[src/sv/lts_pkg.sv]
package lts_pkg;

  localparam int OUT_LINE_BITS = 16;
  localparam int QUEUE_DEPTH   = 4;
  localparam int QPTR_BITS     = $clog2(QUEUE_DEPTH);
  localparam int QCNT_BITS     = $clog2(QUEUE_DEPTH + 1);

  localparam logic [7:0] CH_LPAREN  = 8'h28;
  localparam logic [7:0] CH_RPAREN  = 8'h29;
  localparam logic [7:0] CH_LBRACE  = 8'h7B;
  localparam logic [7:0] CH_RBRACE  = 8'h7D;
  localparam logic [7:0] CH_COMMA   = 8'h2C;
  localparam logic [7:0] CH_DOT     = 8'h2E;
  localparam logic [7:0] CH_MINUS   = 8'h2D;
  localparam logic [7:0] CH_PLUS    = 8'h2B;
  localparam logic [7:0] CH_SEMI    = 8'h3B;
  localparam logic [7:0] CH_STAR    = 8'h2A;
  localparam logic [7:0] CH_BANG    = 8'h21;
  localparam logic [7:0] CH_EQUAL   = 8'h3D;
  localparam logic [7:0] CH_LESS    = 8'h3C;
  localparam logic [7:0] CH_GREATER = 8'h3E;
  localparam logic [7:0] CH_SLASH   = 8'h2F;
  localparam logic [7:0] CH_NEWLINE = 8'h0A;

  typedef enum logic [4:0] {
    TK_LEFT_PAREN    = 5'd0,
    TK_RIGHT_PAREN   = 5'd1,
    TK_LEFT_BRACE    = 5'd2,
    TK_RIGHT_BRACE   = 5'd3,
    TK_COMMA         = 5'd4,
    TK_DOT           = 5'd5,
    TK_MINUS         = 5'd6,
    TK_PLUS          = 5'd7,
    TK_SEMICOLON     = 5'd8,
    TK_STAR          = 5'd9,
    TK_BANG          = 5'd10,
    TK_BANG_EQUAL    = 5'd11,
    TK_EQUAL         = 5'd12,
    TK_EQUAL_EQUAL   = 5'd13,
    TK_LESS          = 5'd14,
    TK_LESS_EQUAL    = 5'd15,
    TK_GREATER       = 5'd16,
    TK_GREATER_EQUAL = 5'd17,
    TK_SLASH         = 5'd18,
    TK_EOF           = 5'd19,
    TK_ERROR         = 5'd20
  } tok_kind_t;

  typedef enum logic [2:0] {
    PEND_NONE    = 3'd0,
    PEND_BANG    = 3'd1,
    PEND_EQUAL   = 3'd2,
    PEND_LESS    = 3'd3,
    PEND_GREATER = 3'd4,
    PEND_SLASH   = 3'd5
  } pend_t;

  typedef enum logic [1:0] {
    CM_NORMAL = 2'd0,
    CM_LINE   = 2'd1,
    CM_BLOCK  = 2'd2,
    CM_STAR   = 2'd3
  } cmode_t;

  typedef enum logic [1:0] {
    ACT_TOKEN,
    ACT_HOLD,
    ACT_NEWLINE,
    ACT_ERROR
  } act_t;

  typedef struct packed {
    act_t      act;
    tok_kind_t kind;
    pend_t     pend;
  } cls_t;

  // Packed so that token_kind lands in the lowest bits.
  typedef struct packed {
    logic                     any_error;
    logic [OUT_LINE_BITS-1:0] line_number;
    logic [7:0]               bad_byte;
    tok_kind_t                token_kind;
  } result_t;

  typedef struct packed {
    logic [1:0]        count;
    result_t [2:0]     slot;
  } bundle_t;

  function automatic cls_t classify(logic [7:0] c);
    cls_t r;
    r.act  = ACT_TOKEN;
    r.kind = TK_ERROR;
    r.pend = PEND_NONE;
    unique case (c)
      CH_LPAREN:  r.kind = TK_LEFT_PAREN;
      CH_RPAREN:  r.kind = TK_RIGHT_PAREN;
      CH_LBRACE:  r.kind = TK_LEFT_BRACE;
      CH_RBRACE:  r.kind = TK_RIGHT_BRACE;
      CH_COMMA:   r.kind = TK_COMMA;
      CH_DOT:     r.kind = TK_DOT;
      CH_MINUS:   r.kind = TK_MINUS;
      CH_PLUS:    r.kind = TK_PLUS;
      CH_SEMI:    r.kind = TK_SEMICOLON;
      CH_STAR:    r.kind = TK_STAR;
      CH_BANG:    begin r.act = ACT_HOLD; r.pend = PEND_BANG;    end
      CH_EQUAL:   begin r.act = ACT_HOLD; r.pend = PEND_EQUAL;   end
      CH_LESS:    begin r.act = ACT_HOLD; r.pend = PEND_LESS;    end
      CH_GREATER: begin r.act = ACT_HOLD; r.pend = PEND_GREATER; end
      CH_SLASH:   begin r.act = ACT_HOLD; r.pend = PEND_SLASH;   end
      CH_NEWLINE: r.act = ACT_NEWLINE;
      default:    r.act = ACT_ERROR;
    endcase
    return r;
  endfunction

  function automatic tok_kind_t single_kind(pend_t p);
    tok_kind_t k;
    unique case (p)
      PEND_BANG:    k = TK_BANG;
      PEND_EQUAL:   k = TK_EQUAL;
      PEND_LESS:    k = TK_LESS;
      PEND_GREATER: k = TK_GREATER;
      default:      k = TK_SLASH;
    endcase
    return k;
  endfunction

  function automatic tok_kind_t double_kind(pend_t p);
    tok_kind_t k;
    unique case (p)
      PEND_BANG:    k = TK_BANG_EQUAL;
      PEND_EQUAL:   k = TK_EQUAL_EQUAL;
      PEND_LESS:    k = TK_LESS_EQUAL;
      default:      k = TK_GREATER_EQUAL;
    endcase
    return k;
  endfunction

endpackage

[src/sv/lts_front.sv]
module lts_front import lts_pkg::*; #(
  parameter int LINE_BITS = 16
) (
  input  logic       clk,
  input  logic       rst,
  input  logic       in_valid,
  input  logic [7:0] in_byte,
  input  logic       in_last,
  output logic       in_ready,
  input  logic       queue_full,
  output logic       push,
  output bundle_t    push_data
);

  pend_t                pending, pending_next;
  cmode_t               mode, mode_next;
  logic [LINE_BITS-1:0] line, line_next;
  logic                 err, err_next;

  logic                 accept;
  result_t [2:0]        slots;
  logic [1:0]           n;

  assign in_ready = !queue_full;
  assign accept   = in_valid && in_ready;

  always_comb begin
    pend_t                p;
    cmode_t               m;
    logic [LINE_BITS-1:0] ln;
    logic                 e;
    logic                 fresh;
    cls_t                 cls;
    p     = pending;
    m     = mode;
    ln    = line;
    e     = err;
    fresh = 1'b0;
    n     = 2'd0;
    slots = '0;
    cls   = classify(in_byte);

    unique case (m)
      CM_LINE: begin
        if (in_byte == CH_NEWLINE) begin
          ln = (ln == '1) ? ln : ln + LINE_BITS'(1);
          m  = CM_NORMAL;
        end
      end
      CM_BLOCK, CM_STAR: begin
        if (m == CM_STAR && in_byte == CH_SLASH) begin
          m = CM_NORMAL;
        end else if (in_byte == CH_STAR) begin
          m = CM_STAR;
        end else begin
          if (in_byte == CH_NEWLINE) begin
            ln = (ln == '1) ? ln : ln + LINE_BITS'(1);
          end
          m = CM_BLOCK;
        end
      end
      default: begin
        if (p == PEND_SLASH) begin
          p = PEND_NONE;
          if (in_byte == CH_SLASH) begin
            m = CM_LINE;
          end else if (in_byte == CH_STAR) begin
            m = CM_BLOCK;
          end else begin
            slots[n] = '{1'b0, OUT_LINE_BITS'(ln), 8'd0, TK_SLASH};
            n = n + 2'd1;
            fresh = 1'b1;
          end
        end else if (p != PEND_NONE) begin
          if (in_byte == CH_EQUAL) begin
            slots[n] = '{1'b0, OUT_LINE_BITS'(ln), 8'd0, double_kind(p)};
          end else begin
            slots[n] = '{1'b0, OUT_LINE_BITS'(ln), 8'd0, single_kind(p)};
            fresh = 1'b1;
          end
          n = n + 2'd1;
          p = PEND_NONE;
        end else begin
          fresh = 1'b1;
        end
      end
    endcase

    if (fresh) begin
      unique case (cls.act)
        ACT_TOKEN: begin
          slots[n] = '{1'b0, OUT_LINE_BITS'(ln), 8'd0, cls.kind};
          n = n + 2'd1;
        end
        ACT_HOLD: p = cls.pend;
        ACT_NEWLINE: ln = (ln == '1) ? ln : ln + LINE_BITS'(1);
        default: begin
          slots[n] = '{1'b0, OUT_LINE_BITS'(ln), in_byte, TK_ERROR};
          n = n + 2'd1;
          e = 1'b1;
        end
      endcase
    end

    if (in_last) begin
      if (p != PEND_NONE) begin
        slots[n] = '{1'b0, OUT_LINE_BITS'(ln), 8'd0, single_kind(p)};
        n = n + 2'd1;
      end
      slots[n] = '{e, OUT_LINE_BITS'(ln), 8'd0, TK_EOF};
      n = n + 2'd1;
      // A finished file leaves the scanner as after reset.
      p  = PEND_NONE;
      m  = CM_NORMAL;
      ln = LINE_BITS'(1);
      e  = 1'b0;
    end

    pending_next = p;
    mode_next    = m;
    line_next    = ln;
    err_next     = e;
  end

  assign push            = accept && (n != 2'd0);
  assign push_data.count = n;
  assign push_data.slot  = slots;

  always_ff @(posedge clk) begin
    if (rst) begin
      pending <= PEND_NONE;
      mode    <= CM_NORMAL;
      line    <= LINE_BITS'(1);
      err     <= 1'b0;
    end else if (accept) begin
      pending <= pending_next;
      mode    <= mode_next;
      line    <= line_next;
      err     <= err_next;
    end
  end

endmodule

[src/sv/lts_fifo.sv]
module lts_fifo import lts_pkg::*; (
  input  logic    clk,
  input  logic    rst,
  input  logic    push,
  input  bundle_t push_data,
  output logic    full,
  input  logic    pop,
  output bundle_t pop_data,
  output logic    empty
);

  bundle_t              entries [QUEUE_DEPTH];
  logic [QPTR_BITS-1:0] wr_ptr;
  logic [QPTR_BITS-1:0] rd_ptr;
  logic [QCNT_BITS-1:0] count;

  assign full     = (count == QCNT_BITS'(QUEUE_DEPTH));
  assign empty    = (count == '0);
  assign pop_data = entries[rd_ptr];

  always_ff @(posedge clk) begin
    if (push) begin
      entries[wr_ptr] <= push_data;
    end
  end

  always_ff @(posedge clk) begin
    if (rst) begin
      wr_ptr <= '0;
      rd_ptr <= '0;
      count  <= '0;
    end else begin
      if (push) begin
        wr_ptr <= wr_ptr + QPTR_BITS'(1);
      end
      if (pop) begin
        rd_ptr <= rd_ptr + QPTR_BITS'(1);
      end
      if (push && !pop) begin
        count <= count + QCNT_BITS'(1);
      end else if (pop && !push) begin
        count <= count - QCNT_BITS'(1);
      end
    end
  end

endmodule

[src/sv/lts_back.sv]
module lts_back import lts_pkg::*; (
  input  logic        clk,
  input  logic        rst,
  input  logic        queue_empty,
  input  bundle_t     queue_data,
  output logic        pop,
  output logic        m_tvalid,
  input  logic        m_tready,
  output logic [31:0] m_tdata,
  output logic        m_tlast
);

  bundle_t    cur;
  logic       have;
  logic [1:0] idx;
  logic       taking;
  logic       at_end;
  result_t    shown;

  assign shown    = cur.slot[idx];
  assign at_end   = (idx == cur.count - 2'd1);
  assign taking   = have && m_tready;
  assign pop      = !queue_empty && (!have || (taking && at_end));

  assign m_tvalid = have;
  assign m_tdata  = {2'b00, shown};
  assign m_tlast  = at_end;

  always_ff @(posedge clk) begin
    if (pop) begin
      cur <= queue_data;
    end
  end

  always_ff @(posedge clk) begin
    if (rst) begin
      have <= 1'b0;
      idx  <= 2'd0;
    end else if (pop) begin
      have <= 1'b1;
      idx  <= 2'd0;
    end else if (taking && at_end) begin
      have <= 1'b0;
      idx  <= 2'd0;
    end else if (taking) begin
      idx <= idx + 2'd1;
    end
  end

endmodule

[src/sv/lox_token_scanner.sv]
// Operator-subset scanner for Lox source text.
// Input stream: one source byte per word on s_tdata; s_tlast marks the last
// byte of a file. Output stream: one token per word on m_tdata; m_tlast marks
// the final token caused by one input byte.
// A byte yields zero to three tokens. The ten single-character operators come
// out at once; ! = < > / are held until the next byte decides between one and
// two characters or a comment opener. Comments and newlines yield nothing;
// any other byte, whitespace too, yields an error token with the byte and its
// line. On the last byte a held operator is flushed and an end-of-file token
// carries the file's error flag; the scanner then starts the next file fresh.
// A token passes through a queue entry and then the output sequencer's bundle
// register before it is shown on m_tvalid.
// Throughput: one byte per cycle in while the queue is not full; the output
// side sends one token per cycle while m_tready is high, so a byte with two or three tokens keeps it busy longer.
// A four-entry queue between the scanning front and the output sequencer
// absorbs such bursts and output stalls; s_tready falls only when it is full.
// Reset clears the scanner state, line count to one, and empties the queue.
module lox_token_scanner import lts_pkg::*; #(
  parameter int LINE_BITS = 16
) (
  input  logic        clk,
  input  logic        rst,
  input  logic        s_tvalid,
  output logic        s_tready,
  input  logic [7:0]  s_tdata,  // [7:0] in_byte
  input  logic        s_tlast,
  output logic        m_tvalid,
  input  logic        m_tready,
  // [4:0] token_kind, [12:5] bad_byte, [28:13] line_number, [29] any_error
  output logic [31:0] m_tdata,
  output logic        m_tlast
);

  logic    push;
  logic    pop;
  logic    full;
  logic    empty;
  bundle_t push_data;
  bundle_t pop_data;

  lts_front #(
    .LINE_BITS(LINE_BITS)
  ) u_front (
    .clk       (clk),
    .rst       (rst),
    .in_valid  (s_tvalid),
    .in_byte   (s_tdata),
    .in_last   (s_tlast),
    .in_ready  (s_tready),
    .queue_full(full),
    .push      (push),
    .push_data (push_data)
  );

  lts_fifo u_fifo (
    .clk      (clk),
    .rst      (rst),
    .push     (push),
    .push_data(push_data),
    .full     (full),
    .pop      (pop),
    .pop_data (pop_data),
    .empty    (empty)
  );

  lts_back u_back (
    .clk        (clk),
    .rst        (rst),
    .queue_empty(empty),
    .queue_data (pop_data),
    .pop        (pop),
    .m_tvalid   (m_tvalid),
    .m_tready   (m_tready),
    .m_tdata    (m_tdata),
    .m_tlast    (m_tlast)
  );

endmodule

[config.mk]
export PLATFORM = sky130hd
export DESIGN_NAME = lox_token_scanner
export DESIGN_NICKNAME = d
export VERILOG_FILES = /design/src/sv/lts_pkg.sv /design/src/sv/lts_front.sv /design/src/sv/lts_fifo.sv /design/src/sv/lts_back.sv /design/src/sv/lox_token_scanner.sv
export SDC_FILE = /design/constraint.sdc
export NUM_CORES = 1
export LEC_CHECK = 0
export BUFFER_PORTS_ARGS = -buffer_cell sky130_fd_sc_hd__buf_2
export CORE_MARGIN = 2
export CORE_UTILIZATION = 52
export CTS_BUF_LIST = sky130_fd_sc_hd__clkbuf_2
export DETAILED_ROUTE_END_ITERATION = 7
export PLACE_DENSITY = 0.68
export SETUP_SLACK_MARGIN = 0.05
export SLEW_MARGIN = 10
export SYNTH_ARGS = -nofsm -noshare
export SYNTH_HDL_FRONTEND = slang
export SYNTH_HIERARCHICAL = 1
export SYNTH_SLANG_ARGS = --single-unit
[constraint.sdc]
create_clock -name clk -period 19.21 [get_ports clk]
set_input_delay 0.9605 -clock clk [delete_from_list [all_inputs] [get_ports clk]]
set_output_delay 0.9605 -clock clk [all_outputs]
set_load 0.1 [all_outputs]
# After elaboration in Yosys (flattened, before gate mapping)

Memories as Yosys holds them, arrays and structs flattened. A register that Yosys moved wholly into a read port is not among the register bits.
Index checks and enable logic that the tools add are counted.

Reductions and logical operators: 34
Divide/modulo/power cells: 0
Equality and inequality tests: 35
Multipliers: 0
Add/subtract/negate cells: 11
Shifts and indexed selects: 0
Order comparisons: 7
Bitwise logic cells: 0
Muxes and demuxes: 79

Operator list:

| operator              | number |
|---|---|
| $bwmux 90             | 4 |
| $mux 90               | 4 |
| $mux 30               | 7 |
| $demux 30 s2          | 3 |
| $pmux 90 s2           | 1 |
| $mux 16               | 8 |
| $eq 8x6->1 const B    | 13 |
| $bmux 30 s2           | 1 |
| $mux 29               | 2 |
| $pmux 5 s10           | 1 |
| $pmux 5 s4            | 2 |
| $add 16x1->16 const B | 2 |
| $eq 16x16->1 const B  | 2 |
| $pmux 16 s2           | 1 |
| $mux 2                | 14 |
| $mux 3                | 8 |
| $eq 8x7->1 const B    | 2 |
| $mux 1                | 16 |
| $mux 5                | 3 |
| $pmux 3 s5            | 1 |
| $pmux 5 s3            | 1 |
| $add 2x1->2 const B   | 6 |
| $eq 3x2->1 const B    | 4 |
| $eq 3x3->1 const B    | 4 |
| 27 further kinds      | 56 |

Memory bits (read-only): 0
Logic and storage cells: 176
Memories kept: 1
Memory bits (writable): 368
Input bits: 13
Latch bits: 0
Flip-flop bits (word level): 32
Output and inout port bits: 35

Memories:

| name           | depth | width | read ports | clocked after memory_dff | wr ports | line           | source |
|---|---|---|---|---|---|---|---|
| u_fifo.entries | 4     | 92    | 1          | 1                        | 1        | lts_fifo.sv:12 | `bundle_t entries [QUEUE_DEPTH];` |

# Longest topological paths before layout

Gate-level depths: netlist of run 1.

Depth after elaboration: 19
Mapped depth: 22
Mapped depth without buffers: 20

# Modules after synthesis

The synthesis of run 1 kept the hierarchy.

By module, submodules not included:

| module    | cells an instance | area each (um^2) | times used | seq. area each (um^2) |
|---|---|---|---|---|
| lts_fifo  | 524               | 13705.6          | 1          | 11230.8 |
| lts_front | 618               | 4001.3           | 1          | 440.4 |
| lts_back  | 216               | 3584.7           | 1          | 2822.7 |

# Least setup slack after synthesis of run 1

OpenSTA, ideal clock, no wires.

Path kind: input to register
From: in s_tdata[2]
To: mem u_fifo/entries[0][0] (netlist name), enable pin
Arrival time: 6.505 ns
Setup slack: 12.244 ns
Stages on the path: 16
Setup time: 0.461 ns
Data required time: 18.749 ns
Buffers on the path: 1
Path through: clkbuf_1 -> or3_1 -> a211oi_1 -> o21ai_1 -> inv_1 -> ha_1 -> ha_1 -> o21ai_1 -> ha_1 -> nand2_1 -> o21a_1 -> ha_1 -> mux2i_1 -> nor2_1 -> nor2_1 -> and2_1

RTL lines:

| what            | line                    | source |
|---|---|---|
| start, declared | lox_token_scanner.sv:25 | `input logic [7:0] s_tdata,` |
| end, declared   | lts_fifo.sv:12          |  |

==> results of run 1 <==
-- metrics by stage --
stage | total power (uW) | worst slack, ns | instance area [um2] | hold slack, ns | utilization [%]
after floorplan | 2208 | 12.24 | 21320 | 0.4591 | -
after global placement | 2356 | 12.40 | 21930 | 0.4841 | 53.96
after detailed placement | 2375 | 12.27 | 21930 | 0.5025 | 53.96
after CTS | 3055 | 13.23 | 23040 | 0.01566 | 56.69
after global routing | 3160 | 12.79 | 23040 | 0.06541 | 56.70
final | 3003 | 13.23 | 23040 | 0.1692 | 56.70
-- cell usage after synthesis (all sizes together) (4+ instances only) --
cell | instances | share of area (%)
nand2 | 110 | 1.9
nand3 | 28 | 0.66
dfxtp | 34 | 3.2
and2 | 22 | 0.65
nor3 | 21 | 0.54
edfxtp | 460 | 65
nand4 | 9 | 0.26
ha | 17 | 1.0
a21oi | 28 | 0.66
a22o | 4 | 0.16
mux4 | 92 | 9.7
inv | 25 | 0.44
a211oi | 5 | 0.18
o21a | 10 | 0.35
buf | 47 | 1.5
a31oi | 13 | 0.38
o22ai | 10 | 0.29
a22oi | 6 | 0.21
xor2 | 10 | 0.41
nand2b | 10 | 0.29
nor2b | 8 | 0.24
xnor2 | 18 | 0.74
o21ai | 87 | 2.0
or4 | 4 | 0.16
nor2 | 72 | 1.3
or2 | 8 | 0.24
and3 | 8 | 0.24
nor4 | 20 | 0.72
o2111ai | 4 | 0.16
nor3b | 6 | 0.26
clkbuf | 34 | 0.60
or3 | 10 | 0.32
o221ai | 4 | 0.16
o31ai | 4 | 0.14
and4 | 8 | 0.33
mux2 | 6 | 0.32
mux2i | 43 | 2.0
-- metal layers --
| layer | vias to the layer above | part of all wire, % | track usage [%] |
|---|---|---|---|
| li1 | 5660 | - | - |
| met1 | 6322 | 41 | 29.55 |
| met2 | 444 | 50 | 37.81 |
| met3 | 84 | 6.0 | 4.730 |
| met4 | 2 | 2.5 | 8.699 |
| met5 | - | 0.026 | 0 |
-- area by class of cell --
cell class / instances / share of cell area (%)
multi-input combinational: 766 / 27.45
clock buffer: 181 / 3.931
sequential: 494 / 62.93
tap: 532 / 2.888
inverter: 25 / 0.4072
clock inverter: 39 / 0.8850
timing repair buffer: 61 / 1.499
antenna: 1 / 0.01086
-- report_power, final --
part | switching (uW) | internal [uW] | total, uW
combinational | 628 | 226 | 854
sequential | 80.2 | 1400 | 1480
clock | 403 | 269 | 672
total | 1110 | 1890 | 3000
-- flip-flops by register name (all words and copies together), names as in the netlist, named ones only --
name	flops
u_fifo/wr_ptr	2
u_fifo/entries	368
u_front/line	16
u_front/pending	3
u_back/idx	2
u_front/mode	2
u_back/m_tvalid	1
u_fifo/rd_ptr	2
u_back/cur	92
u_front/err	1
u_fifo/count	3
-- cells by family (layout without fill, tap and decap cells) --
kind of cell | count (synthesis) | count (layout) | share of synthesized area (%)
buf+inv | 106 | 306 | 2.539
simple gates | 357 | 357 | 8.685
compound gates | 212 | 212 | 6.352
fa+ha+maj | 18 | 18 | 1.093
mux | 141 | 141 | 12.07
flops | 494 | 494 | 68.07
xor+xnor | 28 | 28 | 1.152
other cells | 2 | 11 | 0.03527
-- path summary, 6_finish.rpt --
kind,startpoint,to,slack (ns),cells after the start
max,u_front/mode[1],u_fifo/entries[0][53],13.23,16
min,m_tready,u_back/idx[1],0.17,2
max reg2reg,u_front/mode[1],u_fifo/entries[0][53],13.23,16
min reg2reg,u_fifo/count[2],u_fifo/count[2],0.52,2
==> results.ini, run 1 <==
[clocking]
numCtsBuffers = 121
clkLatencyLatePin_ns = 1.08
clockRootBuffer = clkbuf_2
cts_tree = built
cts_max_path_buffers = 3
path_clk_slew_ns = 0.14
cts.repair.resized = 0
cts_setup_buffers = 0
cts_sinks = 494
htree_levels = 3
holdBufCountCts = 0

[yosys]
synth_area_um2 = 21290
synth-seq-area-share_pct = 68.07
synth_warnings = 6
syn_area_per_cell_um2 = 15.68
ys_types = 81
synth_cells = 1358
ys_seq_elements = 494
synth_ff_type = edfxtp_1
synth_edf_count = 460
ys_async_sr_fraction_pct = 0

[cells_and_area]
multi_input_area_um2 = 6325
layout_commonest_cell = edfxtp_1
drive_above_1_share_pct = 24.46
synthToLayoutAreaGrowth_pct = 8.233
nets = 1500
regArea_um2 = 14500
final_cell_mix = edfxtp_1 (460), clkbuf_2 (181), nand2_1 (110)
stdcell_count = 2099
fill_cells = 3264

[route]
num_vias = 12510
vias_per_cell = 5.961
drcViolationCount = 0
drt_pass1_iterations = 7
drt_iter0_drc = 1129
routed_wl_um = 46490
antenna_left = 0
wl_per_cell_um = 22.15

[global_route]
grt.overflow.total = 0
grt_pass1_wl_um = 71800
antenna_found_initial = 2
grt_start_max_net_pins = 64
track_usage_pct = 22.72
grt_pass1_vias = 12630

[pwr]
power.leakage_uw = 0.007620
irDropWorstVdd_mv = 0.08524
powerDensity_nw_per_um2 = 130.3

[placed_design]
gp_congestion = 0.9224
dp_cells = 1878
portBuffers = 45
dp_hpwl_um = 29300

[timing]
final-hold-violation-count = 0
setup_viol = 0
fmax_mhz = 167.1
skew_ns = 0.08177
slew_violations = 0
rsz0062_at_grt = no
tightest_slew_ns = 1.207
layout_min_cycle_time_ns = 5.984
relSlewSlack_pct = 18.67
tns_ns = 0
finalCritPeriodShare_pct = 31.15

[floorplan]
core-area_um2 = 40650
rows = 74
die-area_um2 = 42580
fp.dieW_um = 206.4
die_h_um = 206.4
io-pin-count = 48
start_util_pct = 52.38

[worst_setup_path]
cpPeakStageDelay_ns = 0.75
cp-start-kind = flip-flop
required_ns = 19.86
arrival_ns = 6.63
path_class = reg -> reg
path_delay_family = simple AND/OR/NAND/NOR gates
crit_path_frequent_cell = ha_1
crit_chain = or2_2 -> a41oi_1 -> buf_4 -> nand2_1 -> inv_1 -> ha_1 -> o21ai_1 -> ha_1 -> nand2_1 -> o21a_1 -> ha_1 -> mux2i_1 -> nor2_1 -> nor2_1 -> and2_4 -> buf_4
critPathMaxFanout = 55
crit_buf_inv = 3
crit_slowest_cell = buf_4
cp-end-kind = flip-flop

[job]
timing.max_cap.violations = 0

[run_status]
status = finished clean

[min_path]
hold_path.class = in -> reg

(Power assumes the default switching activity.)
==> run 2: changes to the inputs <==
==> constraint.sdc (replaced) <==
create_clock -name clk -period 5.88 [get_ports clk]
set_input_delay 0.294 -clock clk [delete_from_list [all_inputs] [get_ports clk]]
set_output_delay 0.294 -clock clk [all_outputs]
set_load 0.1 [all_outputs]
==> run 2 against run 1 <==
Fmax is 22% higher; core utilization is 0.91 points higher; worst hold slack better by 0.0026 ns; register-to-register slack worse by 12 ns; combinational power grew to 3.3 times the previous value.
==> results.ini, run 2 (same netlist as run 1, synthesis figures left out) <==
[timing]
skew_ns = 0.08002
fmax_mhz = 204.1
finalCritPeriodShare_pct = 83.33
layout_min_cycle_time_ns = 4.900
relSlewSlack_pct = 19.99
slew_violations = 0
rsz0062_at_grt = no
tightest_slew_ns = 1.188
setup_viol = 0
final-hold-violation-count = 0

[worst_setup_path]
crit_chain = or2_2 -> a41oi_1 -> nand2_1 -> inv_1 -> ha_1 -> o21ai_1 -> ha_1 -> nand2_1 -> o21a_1 -> ha_1 -> mux2i_1 -> nor2_1 -> nor2_1 -> ha_2 -> inv_2 -> fa_2 -> xor2_1 -> or3_1 -> a21oi_1
cp-start-kind = flip-flop
cp-end-kind = flip-flop
path_class = reg -> reg
r2r_slack_ns = 0.98
r2r_start = u_front/mode[1]
critPathMaxFanout = 13
arrival_ns = 5.85
cpPeakStageDelay_ns = 0.46
critPathLaunch = u_front/mode[1]
required_ns = 6.83
crit_slowest_cell = or2_2
crit_path_frequent_cell = ha_1

[route]
drt_pass1_iterations = 5
routed_wl_um = 46470
drt_iter0_drc = 1258
wl_per_cell_um = 21.85
antenna_left = 0
vias_per_cell = 5.852
num_vias = 12450
drcViolationCount = 0

[floorplan]
die-area_um2 = 42580
start_util_pct = 52.38
fp.dieW_um = 206.4
die_h_um = 206.4
rows = 74
core-area_um2 = 40650
io-pin-count = 48

[global_route]
grt_pass1_wl_um = 72680
antenna_found_initial = 1
grt.overflow.total = 0
track_usage_pct = 22.86
grt_pass1_vias = 12840
grt_start_max_net_pins = 93

[run_status]
status = finished clean

[placed_design]
dp_cells = 1889
dpl_cell_area_um2 = 22080
dp_hpwl_um = 29240
gp_congestion = 0.9596
portBuffers = 45

[clocking]
htree_levels = 3
cts_sinks = 494
path_clk_slew_ns = 0.10
clockRootBuffer = clkbuf_2
clkLatencyLatePin_ns = 1.09
cts_max_path_buffers = 3
numCtsBuffers = 118
cts.repair.resized = 0
cts_tree = built

[pwr]
power.leakage_uw = 0.007771
powerDensity_nw_per_um2 = 423.8
p_int_uw = 6280
p_comb_share_pct = 28.4
p_sw_uw = 3643
p_clk_share_pct = 22.9
swShare_pct = 36.72
irDropWorstVdd_mv = 0.2774
power_frac_seq_pct = 48.8

[cells_and_area]
top_regs = u_fifo/entries: 368 flops, u_back/cur: 92 flops, u_front/line: 16 flops
final_cell_area_um2 = 23420
final_util_pct = 57.61
final_cell_mix = edfxtp_1 (460), clkbuf_2 (178), nand2_1 (110)
layout_commonest_cell = edfxtp_1
regMostFlops = u_fifo/entries
drive_above_1_share_pct = 24.78
nets = 1526
synthToLayoutAreaGrowth_pct = 9.973
stdcell_count = 2127
largest_register_ff_count = 368

[min_path]
hold_path.class = in -> reg
min_from = m_tready

[job]
timing.max_cap.violations = 0

==> run 2: cell types whose count changed in the layout (fill, tap and decap cells not counted), sizes merged <==
cell / change
inv: -2
dlygate4sd3: +18
clkbuf: -3
bufinv: +2
clkinv: +3
buf: +11
clkinvlp: -1
==> run 2: cell type report <==
| type | instances | area, um2 |
|---|---|---|
| flip-flops and latches | 494 | 14510 |
| clock inverters | 41 | 256.5 |
| inverters | 25 | 93.84 |
| diodes | 1 | 2.502 |
| repair buffers | 90 | 658.1 |
| clock buffers | 178 | 890.9 |
| fillers | 3262 | 17230 |
| well taps | 532 | 665.6 |
| multi-input cells | 766 | 6340 |
==> run 2: path summary, 6_finish.rpt <==
kind                            cells after the start              end
worst max-delay path                               19  u_fifo/count[2]
worst min-delay path                                5    u_back/idx[0]
worst max register to register                     19  u_fifo/count[2]
worst min register to register                      2      u_front/err
==> run 2: timing repair <==
item,4_1_cts,5_1_grt
hold buffers,18,0
endpoints found under the hold margin,154,0
setup buffers,0,0
==> run 2: per-layer routing <==
layer	vias to the layer above	global-route usage [%]	share of wire, %
met4	0	8.750	2.6
met3	88	4.525	5.3
met1	6300	30.62	43
met5	-	0	0
li1	5704	-	-
met2	356	37.22	49
==> run 2: power by group through the flow <==
stage                     clock (uW)  sequential [uW]  combinational, uW
after CTS                       2350             4850               2860
after global placement             0             4910               2820
after floorplan                    0             4840               2380
after detailed placement           0             4930               2850
final                           2270             4840               2810
after global routing            2540             4910               2980
==> run 2: metrics by stage <==
| stage | setup WS [ns] | hold slack, ns | setup TNS [ns] | power (uW) |
|---|---|---|---|---|
| final | 0.9802 | 0.1718 | 0 | 9923 |
| after global routing | 0.5162 | 0.1220 | 0 | 10420 |
| after CTS | 0.9818 | 0.03532 | 0 | 10070 |
| after detailed placement | 0.5382 | 0.5067 | 0 | 7779 |
| after global placement | 0.6792 | 0.5036 | 0 | 7731 |
| after floorplan | -0.5290 | 0.3564 | -1.277 | 7214 |
==> run 2: critical path: cells and delay by family (launching register included) <==
family	cells	cell delay [ns]
flops	1	0.45
compound gates	4	0.77
mux	1	0.30
buf+inv	2	0.22
fa+ha+maj	5	1.40
xor+xnor	1	0.17
simple gates	6	1.53
